### src/hdl/ptd_pkg.sv
// shared types and constants for the periodic task dispatcher
// queue item and result formats passed between front end, back end and top level
// no dependencies
package ptd_pkg;

    localparam logic OP_ADD  = 1'b0;
    localparam logic OP_TICK = 1'b1;

    localparam logic KIND_ADD  = 1'b0;
    localparam logic KIND_TICK = 1'b1;

    localparam int QUEUE_DEPTH = 2;
    localparam int QUEUE_AW    = (QUEUE_DEPTH > 1) ? $clog2(QUEUE_DEPTH) : 1;
    localparam int QUEUE_FW    = $clog2(QUEUE_DEPTH + 1);

    typedef enum logic [1:0] {
        CMD_ADD,
        CMD_REFUSE,
        CMD_TICK
    } cmd_kind_t;

    typedef struct packed {
        cmd_kind_t   kind;
        logic [7:0]  task_id;
        logic [31:0] period;
        logic [7:0]  priority_req;
    } cmd_t;

    typedef struct packed {
        logic       kind;
        logic       accepted;
        logic       run_valid;
        logic [7:0] run_task;
        logic       last;
    } result_t;

endpackage

### src/hdl/ptd_front.sv
// front end of the periodic task dispatcher: takes transactions, classifies them
// and holds them in a short queue for the back end
// depends on ptd_pkg
module ptd_front (
    input  logic            clk,
    input  logic            rst_n,
    input  logic            start,
    output logic            busy,
    input  logic            op,
    input  logic [7:0]      task_id,
    input  logic [31:0]     period,
    input  logic [7:0]      priority_req,
    output logic            q_valid,
    output ptd_pkg::cmd_t   q_item,
    input  logic            pop
);
    import ptd_pkg::*;

    cmd_t                queue_reg [QUEUE_DEPTH];
    logic [QUEUE_AW-1:0] wr_ptr_reg, wr_ptr_next;
    logic [QUEUE_AW-1:0] rd_ptr_reg, rd_ptr_next;
    logic [QUEUE_FW-1:0] fill_reg, fill_next;
    cmd_t                item;
    logic                push;

    // zero period is refused up front, the full check needs the table
    always_comb
    begin
        item.task_id      = task_id;
        item.period       = period;
        item.priority_req = priority_req;
        if (op == OP_TICK)
        begin
            item.kind = CMD_TICK;
        end
        else if (period == 32'd0)
        begin
            item.kind = CMD_REFUSE;
        end
        else
        begin
            item.kind = CMD_ADD;
        end
    end

    assign busy    = (fill_reg == QUEUE_FW'(QUEUE_DEPTH));
    assign push    = start && !busy;
    assign q_valid = (fill_reg != '0);
    assign q_item  = queue_reg[rd_ptr_reg];

    always_comb
    begin
        wr_ptr_next = wr_ptr_reg;
        rd_ptr_next = rd_ptr_reg;
        fill_next   = fill_reg;
        if (push)
        begin
            wr_ptr_next = (wr_ptr_reg == QUEUE_AW'(QUEUE_DEPTH - 1)) ? '0
                                                                      : wr_ptr_reg + 1'b1;
        end
        if (pop && q_valid)
        begin
            rd_ptr_next = (rd_ptr_reg == QUEUE_AW'(QUEUE_DEPTH - 1)) ? '0
                                                                      : rd_ptr_reg + 1'b1;
        end
        if (push && !(pop && q_valid))
        begin
            fill_next = fill_reg + 1'b1;
        end
        else if (!push && pop && q_valid)
        begin
            fill_next = fill_reg - 1'b1;
        end
    end

    always_ff @(posedge clk or negedge rst_n)
    begin
        if (!rst_n)
        begin
            wr_ptr_reg <= '0;
            rd_ptr_reg <= '0;
            fill_reg   <= '0;
        end
        else
        begin
            wr_ptr_reg <= wr_ptr_next;
            rd_ptr_reg <= rd_ptr_next;
            fill_reg   <= fill_next;
        end
    end

    always_ff @(posedge clk)
    begin
        if (push)
        begin
            queue_reg[wr_ptr_reg] <= item;
        end
    end

endmodule

### src/hdl/ptd_back.sv
// back end of the periodic task dispatcher: sorted task table, insertion and
// the tick walk that rotates the table one entry a cycle
// depends on ptd_pkg
module ptd_back #(
    parameter int MAX_TASKS = 8
) (
    input  logic              clk,
    input  logic              rst_n,
    input  logic              q_valid,
    input  ptd_pkg::cmd_t     q_item,
    output logic              pop,
    output logic              strobe,
    output ptd_pkg::result_t  result
);
    import ptd_pkg::*;

    localparam int CW = $clog2(MAX_TASKS + 1);

    typedef struct packed {
        logic [7:0]  task_id;
        logic [31:0] period;
        logic [31:0] countdown;
        logic [7:0]  priority_req;
    } entry_t;

    typedef enum logic [1:0] {
        S_IDLE,
        S_WALK,
        S_FLUSH
    } state_t;

    state_t         state_reg;
    logic [CW-1:0]  count_reg;
    logic [CW-1:0]  rem_reg;
    logic           pend_valid_reg;
    logic [7:0]     pend_id_reg;
    logic           strobe_reg;
    result_t        result_reg;

    entry_t         entry_reg  [MAX_TASKS];
    entry_t         entry_next [MAX_TASKS];
    logic [MAX_TASKS-1:0] le;
    entry_t         head_new;
    entry_t         new_entry;
    logic           head_due;
    logic           full;
    logic           do_insert;
    logic           do_step;

    assign full      = (count_reg == CW'(MAX_TASKS));
    assign pop       = (state_reg == S_IDLE) && q_valid;
    assign do_insert = pop && (q_item.kind == CMD_ADD) && !full;
    assign do_step   = (state_reg == S_WALK);
    assign head_due  = (entry_reg[0].countdown == 32'd0);

    always_comb
    begin
        head_new = entry_reg[0];
        head_new.countdown = head_due ? entry_reg[0].period - 32'd1
                                      : entry_reg[0].countdown - 32'd1;
        new_entry.task_id      = q_item.task_id;
        new_entry.period       = q_item.period;
        new_entry.countdown    = q_item.period;
        new_entry.priority_req = q_item.priority_req;
    end

    for (genvar i = 0; i < MAX_TASKS; i++)
    begin : g_entry
        logic   prev_le;
        entry_t up_e;
        entry_t dn_e;

        // stored entries with priority not above the new one form a prefix
        assign le[i] = (CW'(i) < count_reg) &&
                       (entry_reg[i].priority_req <= q_item.priority_req);

        if (i == 0)
        begin : g_first
            assign prev_le = 1'b1;
            assign up_e    = entry_reg[i];
        end
        else
        begin : g_rest
            assign prev_le = le[i-1];
            assign up_e    = entry_reg[i-1];
        end

        if (i == MAX_TASKS - 1)
        begin : g_tail
            assign dn_e = head_new;
        end
        else
        begin : g_body
            assign dn_e = (CW'(i + 1) == count_reg) ? head_new : entry_reg[i+1];
        end

        always_comb
        begin
            entry_next[i] = entry_reg[i];
            if (do_insert)
            begin
                if (!le[i])
                begin
                    entry_next[i] = prev_le ? new_entry : up_e;
                end
            end
            else if (do_step)
            begin
                // rotate: processed head goes to the last occupied slot
                entry_next[i] = dn_e;
            end
        end
    end

    always_ff @(posedge clk)
    begin
        entry_reg <= entry_next;
    end

    always_ff @(posedge clk or negedge rst_n)
    begin
        if (!rst_n)
        begin
            state_reg      <= S_IDLE;
            count_reg      <= '0;
            rem_reg        <= '0;
            pend_valid_reg <= 1'b0;
            pend_id_reg    <= '0;
            strobe_reg     <= 1'b0;
            result_reg     <= '0;
        end
        else
        begin
            strobe_reg <= 1'b0;
            unique case (state_reg)
                S_IDLE:
                begin
                    if (q_valid)
                    begin
                        if (q_item.kind == CMD_TICK)
                        begin
                            if (count_reg == '0)
                            begin
                                strobe_reg           <= 1'b1;
                                result_reg.kind      <= KIND_TICK;
                                result_reg.accepted  <= 1'b0;
                                result_reg.run_valid <= 1'b0;
                                result_reg.run_task  <= '0;
                                result_reg.last      <= 1'b1;
                            end
                            else
                            begin
                                state_reg      <= S_WALK;
                                rem_reg        <= count_reg;
                                pend_valid_reg <= 1'b0;
                            end
                        end
                        else
                        begin
                            strobe_reg           <= 1'b1;
                            result_reg.kind      <= KIND_ADD;
                            result_reg.accepted  <= do_insert;
                            result_reg.run_valid <= 1'b0;
                            result_reg.run_task  <= '0;
                            result_reg.last      <= 1'b1;
                            if (do_insert)
                            begin
                                count_reg <= count_reg + 1'b1;
                            end
                        end
                    end
                end
                S_WALK:
                begin
                    // hold one dispatch back so the final one can carry last
                    if (head_due)
                    begin
                        if (pend_valid_reg)
                        begin
                            strobe_reg           <= 1'b1;
                            result_reg.kind      <= KIND_TICK;
                            result_reg.accepted  <= 1'b0;
                            result_reg.run_valid <= 1'b1;
                            result_reg.run_task  <= pend_id_reg;
                            result_reg.last      <= 1'b0;
                        end
                        pend_valid_reg <= 1'b1;
                        pend_id_reg    <= entry_reg[0].task_id;
                    end
                    rem_reg <= rem_reg - 1'b1;
                    if (rem_reg == CW'(1))
                    begin
                        state_reg <= S_FLUSH;
                    end
                end
                S_FLUSH:
                begin
                    strobe_reg           <= 1'b1;
                    result_reg.kind      <= KIND_TICK;
                    result_reg.accepted  <= 1'b0;
                    result_reg.run_valid <= pend_valid_reg;
                    result_reg.run_task  <= pend_valid_reg ? pend_id_reg : 8'd0;
                    result_reg.last      <= 1'b1;
                    pend_valid_reg       <= 1'b0;
                    state_reg            <= S_IDLE;
                end
                default:
                begin
                    state_reg <= S_IDLE;
                end
            endcase
        end
    end

    assign strobe = strobe_reg;
    assign result = result_reg;

    assert property (@(posedge clk) disable iff (!rst_n)
        count_reg <= CW'(MAX_TASKS))
        else $error("task count above table size");

    assert property (@(posedge clk) disable iff (!rst_n)
        (state_reg == S_WALK) |-> (rem_reg != '0))
        else $error("walk with no entries left");

    assert property (@(posedge clk) disable iff (!rst_n)
        (state_reg == S_FLUSH) |=> (strobe_reg && result_reg.last))
        else $error("tick did not end with a last result");

    assert property (@(posedge clk) disable iff (!rst_n)
        (strobe_reg && result_reg.kind == KIND_ADD) |->
            (result_reg.last && !result_reg.run_valid))
        else $error("malformed add response");

endmodule

### src/hdl/periodic_task_dispatcher_unit.sv
// top level of the periodic task dispatcher (time triggered cooperative scheduler)
// instantiates ptd_front and ptd_back, depends on ptd_pkg
//
// usage:
//   a transaction is taken at a rising edge with start high and busy low;
//   op selects add task or one scheduler tick, task_id, period and
//   priority_req matter only for an add
//   each result is on kind, accepted, run_valid, run_task and last for exactly
//   one cycle while strobe is high; the receiver cannot stall, nothing waits
//   on it
//   an add gives one response, registered as it leaves the queue, refused when
//   the table is full or the period is zero
//   a tick walks the table one entry a cycle, holding the back end through the
//   walk and a closing flush state (an empty table gets neither); dispatches come out
//   in priority order, the final one with last set, or one empty result
//   a two entry queue sits between front and back, busy rises when it is full
//   reset clears the task count and the queue; table contents are not cleared
module periodic_task_dispatcher_unit #(
    parameter int MAX_TASKS = 8
) (
    input  logic        clk,
    input  logic        rst_n,
    input  logic        start,
    output logic        busy,
    input  logic        op,
    input  logic [7:0]  task_id,
    input  logic [31:0] period,
    input  logic [7:0]  priority_req,
    output logic        strobe,
    output logic        kind,
    output logic        accepted,
    output logic        run_valid,
    output logic [7:0]  run_task,
    output logic        last
);
    import ptd_pkg::*;

    logic    q_valid;
    cmd_t    q_item;
    logic    pop;
    result_t result;

    ptd_front u_front (
        .clk          (clk),
        .rst_n        (rst_n),
        .start        (start),
        .busy         (busy),
        .op           (op),
        .task_id      (task_id),
        .period       (period),
        .priority_req (priority_req),
        .q_valid      (q_valid),
        .q_item       (q_item),
        .pop          (pop)
    );

    ptd_back #(
        .MAX_TASKS (MAX_TASKS)
    ) u_back (
        .clk     (clk),
        .rst_n   (rst_n),
        .q_valid (q_valid),
        .q_item  (q_item),
        .pop     (pop),
        .strobe  (strobe),
        .result  (result)
    );

    assign kind      = result.kind;
    assign accepted  = result.accepted;
    assign run_valid = result.run_valid;
    assign run_task  = result.run_task;
    assign last      = result.last;

endmodule
### config.mk
export PLATFORM = sky130hd
export DESIGN_NAME = periodic_task_dispatcher_unit
export DESIGN_NICKNAME = d
export VERILOG_FILES = /design/src/hdl/ptd_pkg.sv /design/src/hdl/ptd_front.sv /design/src/hdl/ptd_back.sv /design/src/hdl/periodic_task_dispatcher_unit.sv
export SDC_FILE = /design/constraint.sdc
export NUM_CORES = 2
export LEC_CHECK = 0
export BUFFER_PORTS_ARGS = -buffer_cell sky130_fd_sc_hd__buf_4
export CAP_MARGIN = 20
export CORE_ASPECT_RATIO = 0.5
export CORE_UTILIZATION = 40
export DETAILED_ROUTE_END_ITERATION = 7
export HOLD_SLACK_MARGIN = 0.15
export MAX_ROUTING_LAYER = met4
export PLACE_DENSITY_LB_ADDON = 0.05
export RECOVER_POWER = 25
export SLEW_MARGIN = 10
export SYNTH_ARGS = -nofsm -noshare
export SYNTH_HDL_FRONTEND = slang
export SYNTH_SLANG_ARGS = --single-unit
export TNS_END_PERCENT = 10
### constraint.sdc
create_clock -name clk -period 15.7 [get_ports clk]
set_clock_uncertainty 0.15 [all_clocks]
set_input_delay 3.14 -clock clk [delete_from_list [all_inputs] [get_ports clk]]
set_output_delay 3.14 -clock clk [all_outputs]
set_load 0.01 [all_outputs]
# ---- Word-level counts from Yosys, hierarchy flattened
# Memories as Yosys holds them, arrays and structs flattened.
# Index checks and enable logic that the tools add are counted.
dict set report op_classes {
  reduce_logical 45
  add_sub_neg 8
  n_lt_le_gt_ge 16
  n_eq_ne 29
  mux 74
  bitwise_logic 1
}
# cell count
set ops {}
lappend ops {{$mux 80} 38}
lappend ops {{$le 8x8->1} 8}
lappend ops {{$logic_not 32->1} 2}
lappend ops {{$sub 32x1->32 const B} 2}
lappend ops {{$mux 12} 5}
lappend ops {{$pmux 12 s3} 1}
lappend ops {{$mux 32} 1}
lappend ops {{$ne 2x2->1 const B} 11}
lappend ops {{$reduce_and 2->1} 9}
lappend ops {{$eq 3x4->1 const A} 4}
lappend ops {{$logic_and 1x1->1} 16}
lappend ops {{$lt 3x4->1 const A} 4}
lappend ops {{$mux 1} 14}
lappend ops {{$mux 2} 7}
lappend ops {{$mux 4} 3}
lappend ops {{$reduce_and 4->1} 3}
lappend ops {{$reduce_and 5->1} 2}
lappend ops {{$eq 2x4->1 const A} 2}
lappend ops {{$lt 1x4->1 const A} 2}
lappend ops {{$lt 2x4->1 const A} 2}
lappend ops {{$mux 8} 1}
lappend ops {{$ne 2x1->1 const B} 4}
lappend ops {{$pmux 4 s2} 1}
lappend ops {{$reduce_bool 2->1} 4}
lappend ops {{other kinds (19)} 27}
dict set report word_totals {
  regBits 676
  input_bits 52
  ramBits 100
  memories 1
  elab_cells 220
  out_inout_bits 14
}
# name depth word_bits rd rd_ports_with_merged_regs wr line_no
set mem_list {}
lappend mem_list {u_front.queue_reg 2 50 1 0 1 ptd_front.sv:19} ;# cmd_t queue_reg [QUEUE_DEPTH];

# ---- Logic depth before layout (Yosys ltp)
dict set report logic_depth {
  ltp_word 8
  ltp_mapped 19
  depth_no_buf 14
}

# ---- Hierarchy
# From an unflattened synthesis, not the netlist that was laid out.
dict set report hier_totals {
  cells_unflattened 4468
  area_unflattened_um2 44988.1
}
# mod seq_area_each_um2 area_each_um2 instances cells_per_inst
set modules_own_cells {}
lappend modules_own_cells {ptd_back 20019.2 40854.2 1 4278}
lappend modules_own_cells {ptd_front 3103.0 4134.0 1 190}

# ---- Worst setup path after synthesis
# Ideal clock, no wire load.
dict set report synth_path {
  path_type {flip-flop to flip-flop}
  start {register u_front.rd_ptr_reg}
  end {register u_back.entry_reg[240] (netlist name) (enable)}
  path_stages_with_launch 15
  setup_ps 545
  period_less_slack_ps 7812
  arrival_time_ps 7117
  setup_slack_ps 7888
  t_required_ps 15005
  n_path_buf 5
  path_cell_list {dfrtp_1 > clkbuf_1 > buf_1 > clkbuf_1 > mux2_2 > ha_1 > nor2b_1 > o21a_1 > o21a_1 > o21a_1 > o21ai_0 > and2_1 > clkbuf_1 > clkbuf_1 > a21oi_1}
}
dict set report synth_via {
  elab_chain_cells 6
  word_cells_on_any_way 9
  classes_between {order compare (1); eq/ne (1); reduce/logical (6); memory (1)}
}
# item line_no
set synth_rtl {}
lappend synth_rtl {{start: declaration} ptd_front.sv:21} ;# logic [QUEUE_AW-1:0] rd_ptr_reg, rd_ptr_next;
lappend synth_rtl {{start signal: assignment} ptd_front.sv:87} ;# rd_ptr_reg <= rd_ptr_next;
lappend synth_rtl {{$mem_v2 2x50 *} n/a}
lappend synth_rtl {{branches (longest 4 deep; another with $le 8x8->1)} n/a}
lappend synth_rtl {{$reduce_and 2->1 (no source line) *} n/a}
lappend synth_rtl {{end signal: assignment} ptd_back.sv:117} ;# entry_reg <= entry_next;
lappend synth_rtl {{end: declaration} ptd_back.sv:40} ;# entry_t entry_reg [MAX_TASKS];
# Every way passes the cells marked *.
# A chain may end at the register's enable or synchronous reset.

# ---- Worst setup path after layout
dict set report layout_path {
  start {register u_back.state_reg[1]}
  end {register u_back.entry_reg[360] (netlist name) (enable)}
}
dict set report layout_via {
  elab_chain_cells 6
  word_cells_on_any_way 8
  classes_between {eq/ne (2); reduce/logical (6)}
}
# item line_no
set layout_rtl {}
lappend layout_rtl {{start: declaration} ptd_back.sv:32} ;# state_t state_reg;
lappend layout_rtl {{start signal: assignment} ptd_back.sv:124} ;# state_reg <= S_IDLE;
lappend layout_rtl {{start signal: assignment} ptd_back.sv:153} ;# state_reg <= S_WALK;
lappend layout_rtl {{start signal: assignment} ptd_back.sv:193} ;# state_reg <= S_FLUSH;
lappend layout_rtl {{$logic_not 2->1} ptd_back.sv:51} ;# assign pop = (state_reg == S_IDLE) && q_valid;
lappend layout_rtl {{$logic_and 1x1->1} ptd_back.sv:51}
lappend layout_rtl {{$logic_and 1x1->1 (2 in a row)} ptd_back.sv:52} ;# assign do_insert = pop && (q_item.kind == CMD_ADD) && !full;
lappend layout_rtl {{$ne 2x2->1 (no source line) / $reduce_bool 2->1 (equally long branches)} n/a}
lappend layout_rtl {{$reduce_and 2->1 (no source line) *} n/a}
# Every way passes the cells marked *; elsewhere a longest branch is shown, timed or not.

==> summary.txt <==
Worst hold path
  – Hold Path Class: reg2reg
  – Hold EP: u_back.result[3]
  – HP Start: u_back.result[3]
  – WHS Path Cells: 2

Synthesis
  – Synth async-reset ratio: 0.0464
  – Most used flip-flop cell after synthesis: edfxtp_1
  – Post-synthesis cell area: 42,100 µm²
  – Syn Area/Cell: 10.4 µm²
  – Leading area contributor after synthesis: edfxtp_1
  – EDFF count, synth: 740
  – Synth unique cells: 79
  – Post-Syn Nets: 4,172
  – Ys Warns: 0
  – Post-synthesis register bit count: 776
  – Gate Count Post-Synth: 4,045
  – Seq/Total Area, Yosys: 0.549
  – Synth top area cells: edfxtp_1, nand2_1, a221o_1, mux2i_1, a21oi_1
  – Yosys top cell area share: 0.528

CTS
  – Post-CTS sizing: 0
  – Reg clk slew, reported paths: 70 ps
  – Hold_buf cts: 0
  – Setup Fix Bufs, Post-CTS: 0
  – CTS tree: built
  – TritonCTS Buffers: 78
  – Clock Tree Buf Depth: 3
  – CTS root buffer: clkbuf_16
  – Clk sinks: 776
  – H-Tree Depth: 3
  – Clock Latency Late Sink: 700 ps

Layout
  – Net count, final: 4,053
  – Sequential cell area: 23,100 µm²
  – Fraction of layout instances using a drive strength above 1: 0.0778
  – Max reg flops: 640
  – Leading cell type in the layout, fill and taps excluded: nand2_1
  – Multi-input logic area: 17,600 µm²
  – Area growth syn-to-layout: 9.84%
  – Final core occ: 0.447
  – Most frequent cells in the layout: nand2_1, edfxtp_1, a21oi_1
  – Fill cell count: 9,847

Global routing
  – Initial antenna violation count: 6
  – Pin count of the biggest net entering global routing: 129
  – Overall routing resource usage: 0.330
  – First-pass GRT wire length: 246,000 µm
  – Remaining global-route overflow: 0
  – Number of global-route vias before repair: 33,400

Placement
  – Pre-CTS setup slack: 9490 ps
  – RD Place Congestion: 0.905
  – Post-detail-place hpwl: 101,000 µm
  – # port buffers: 65

Outcome
  – Violated checks: max-capacitance violations, max-slew violations
  – Status: complete, but fails checks

Drt
  – DRT iter0 DRCs: 5,833
  – Vias per cell: 6.63
  – Routed Antenna Nets: 0
  – DRC viols: 0
  – Vias: 35,700
  – Total Wirelength: 173,000 µm
  – DR WL/cell: 32.1 µm
  – Pre-antenna DRT Iters: 7

Worst setup path
  – CP top delay family: compound AO/OA/AOI/OAI gates
  – Worst setup EP type: register
  – Crit path largest cell delay: 2220 ps
  – Slowest cell on the critical path: o221a_1
  – R2R depth: 8
  – Buf+Inv Stages, Crit Path: 4
  – Reg2Reg Setup Slack: 6190 ps
  – CP Cell Sequence: inv_1 > ha_1 > nor2b_1 > o221a_1 > clkbuf_1 > a21oi_1 > buf_4 > buf_4
  – Worst Path Max Fanout: 73
  – Most frequent CP cell: buf_4
  – Crit path launch type: register
  – Required time of the worst setup path: 15,890 ps
  – R2R Path Start: u_back.state_reg[1]
  – Reg2reg end: u_back.entry_reg[360]
  – Crit Path Category: reg2reg
  – Crit path DAT: 9700 ps

Floorplan
  – Std cell rows: 83
  – Starting Density: 0.407
  – Core Footprint: 103,000 µm²
  – Num ports: 66
  – Chip height: 231 µm
  – Die area: 107,000 µm²
  – Die X-Extent: 461 µm

Power and ir drop
  – Max IR drop VDD: 0.000185 V
  – Lkg Pwr: 16.7 nW
  – Internal power: 0.00688 W
  – Reg power frac: 0.381
  – PwrDens: 277 nW/µm²
  – NetSw: 0.00594 W
  – Comb pwr share: 0.470
  – Switching Share: 0.463
  – Clock power share: 0.149

Timing
  – Fin crit share: 0.605
  – Final number of setup-violating endpoints: 0
  – RSZ-0062 raised after global routing: false
  – Final min period: 9510 ps
  – Worst rel slew slack: -1.48
  – Final Hold Vio Count: 0
  – Slew Limit Fails: 629
  – Post-route setup TNS: 0 ps
  – Final WS setup: 6190 ps
  – FMAX: 105 MHz
  – Worst slew pin tran: 3720 ps

Job
  – Maxcap violations: 16
[logic make-up (layout without fill, tap and decap cells)]
group           count (synthesis)  after routing  share of synthesized area
flops                         776            776                      0.549
xor+xnor                       22             22                    0.00529
simple gates                 1298           1298                      0.133
fa+ha+maj                      75             75                     0.0223
compound gates               1249           1249                      0.204
mux                           191            191                     0.0465
buf+inv                       434            375                     0.0395
other cells                     0              3                          0
[worst max-delay path by stage]
stage | slack (ps) | cells after the start | endpoint | startpoint
2_1_floorplan | 7890 | 14 | u_back.entry_reg[240] | u_front.rd_ptr_reg
3_3_place_gp | 9610 | 11 | u_back.entry_reg[343] | u_back.state_reg[1]
3_5_place_dp | 9490 | 11 | u_back.entry_reg[343] | u_back.state_reg[1]
4_1_cts | 9450 | 11 | u_back.entry_reg[343] | u_back.state_reg[1]
5_1_grt | 5720 | 8 | u_back.entry_reg[362] | u_back.state_reg[1]
6_report | 6190 | 8 | u_back.entry_reg[360] | u_back.state_reg[1]
[layer usage]
metal / global-route usage / up-vias / part of all wire
li1: - / 15100 / -
met4: 0.0657 / 0 / 0.018
met2: 0.448 / 2359 / 0.41
met1: 0.486 / 18000 / 0.45
met5: - / - / 0
met3: 0.0895 / 240 / 0.13
[power groups by stage]
stage                     sequential (W)  combinational [W]  clock (W)
after floorplan                  0.00449            0.00379          0
after global placement           0.00485            0.00574          0
after detailed placement         0.00484            0.00585          0
after CTS                        0.00482            0.00587    0.00194
after global routing             0.00497            0.00638    0.00200
final                            0.00488            0.00602    0.00192
[synthesized netlist by cell type, types with 4 or more instances]
cell type,count
nand2_1,801
nor3_1,37
or4_1,9
a32oi_1,6
ha_1,75
or3_1,18
o31ai_1,17
mux2i_1,153
dfrtp_1,36
and2_1,20
mux2_2,38
buf_2,5
o211ai_1,101
nor4_1,17
inv_1,63
a211oi_1,19
edfxtp_1,740
xnor2_1,10
clkbuf_1,326
a211o_1,36
o21a_1,19
nand3_1,31
a221o_1,188
nand4_1,23
a21o_1,34
nor2b_1,17
o21ai_0,236
a22oi_1,120
and3_1,77
o221ai_1,10
o22ai_1,59
o21ai_1,4
buf_1,35
xor2_1,8
a21oi_1,286
a222oi_1,35
a31oi_1,47
or2_2,9
nor2_1,216
[layout make-up]
| cell class | instances | share of cell area |
|---|---|---|
| Timing Repair Buffer | 172 | 0.0238 |
| Antenna cell | 3 | 0.000162 |
| Multi-Input combinational cell | 2835 | 0.380 |
| Tap cell | 1402 | 0.0379 |
| Inverter | 63 | 0.00511 |
| Clock inverter | 44 | 0.00709 |
| Sequential cell | 776 | 0.500 |
| Clock buffer | 96 | 0.0461 |
[worst reg2reg max path: cells and delay by family (launching register included)]
kind	cells	cell delay, ps
AOI/OAI and AO/OA	2	4230
and+or+nand+nor	1	360
DFF	1	420
buffers and inverters	4	3620
adders and majority gates	1	340
[per-stage QoR]
stage / hold WS, ps / cell area (µm²) / power, W / cells
floorplan: 310 / 42100 / 0.00829 / 4045
global placement: 321 / 44000 / 0.0106 / 5239
detailed placement: 327 / 44100 / 0.0107 / 5243
CTS: 342 / 46500 / 0.0126 / 5383
global route: 368 / 46300 / 0.0134 / 5390
finish: 334 / 46300 / 0.0128 / 5391
No activity file was read; power rests on OpenSTA's default activity.
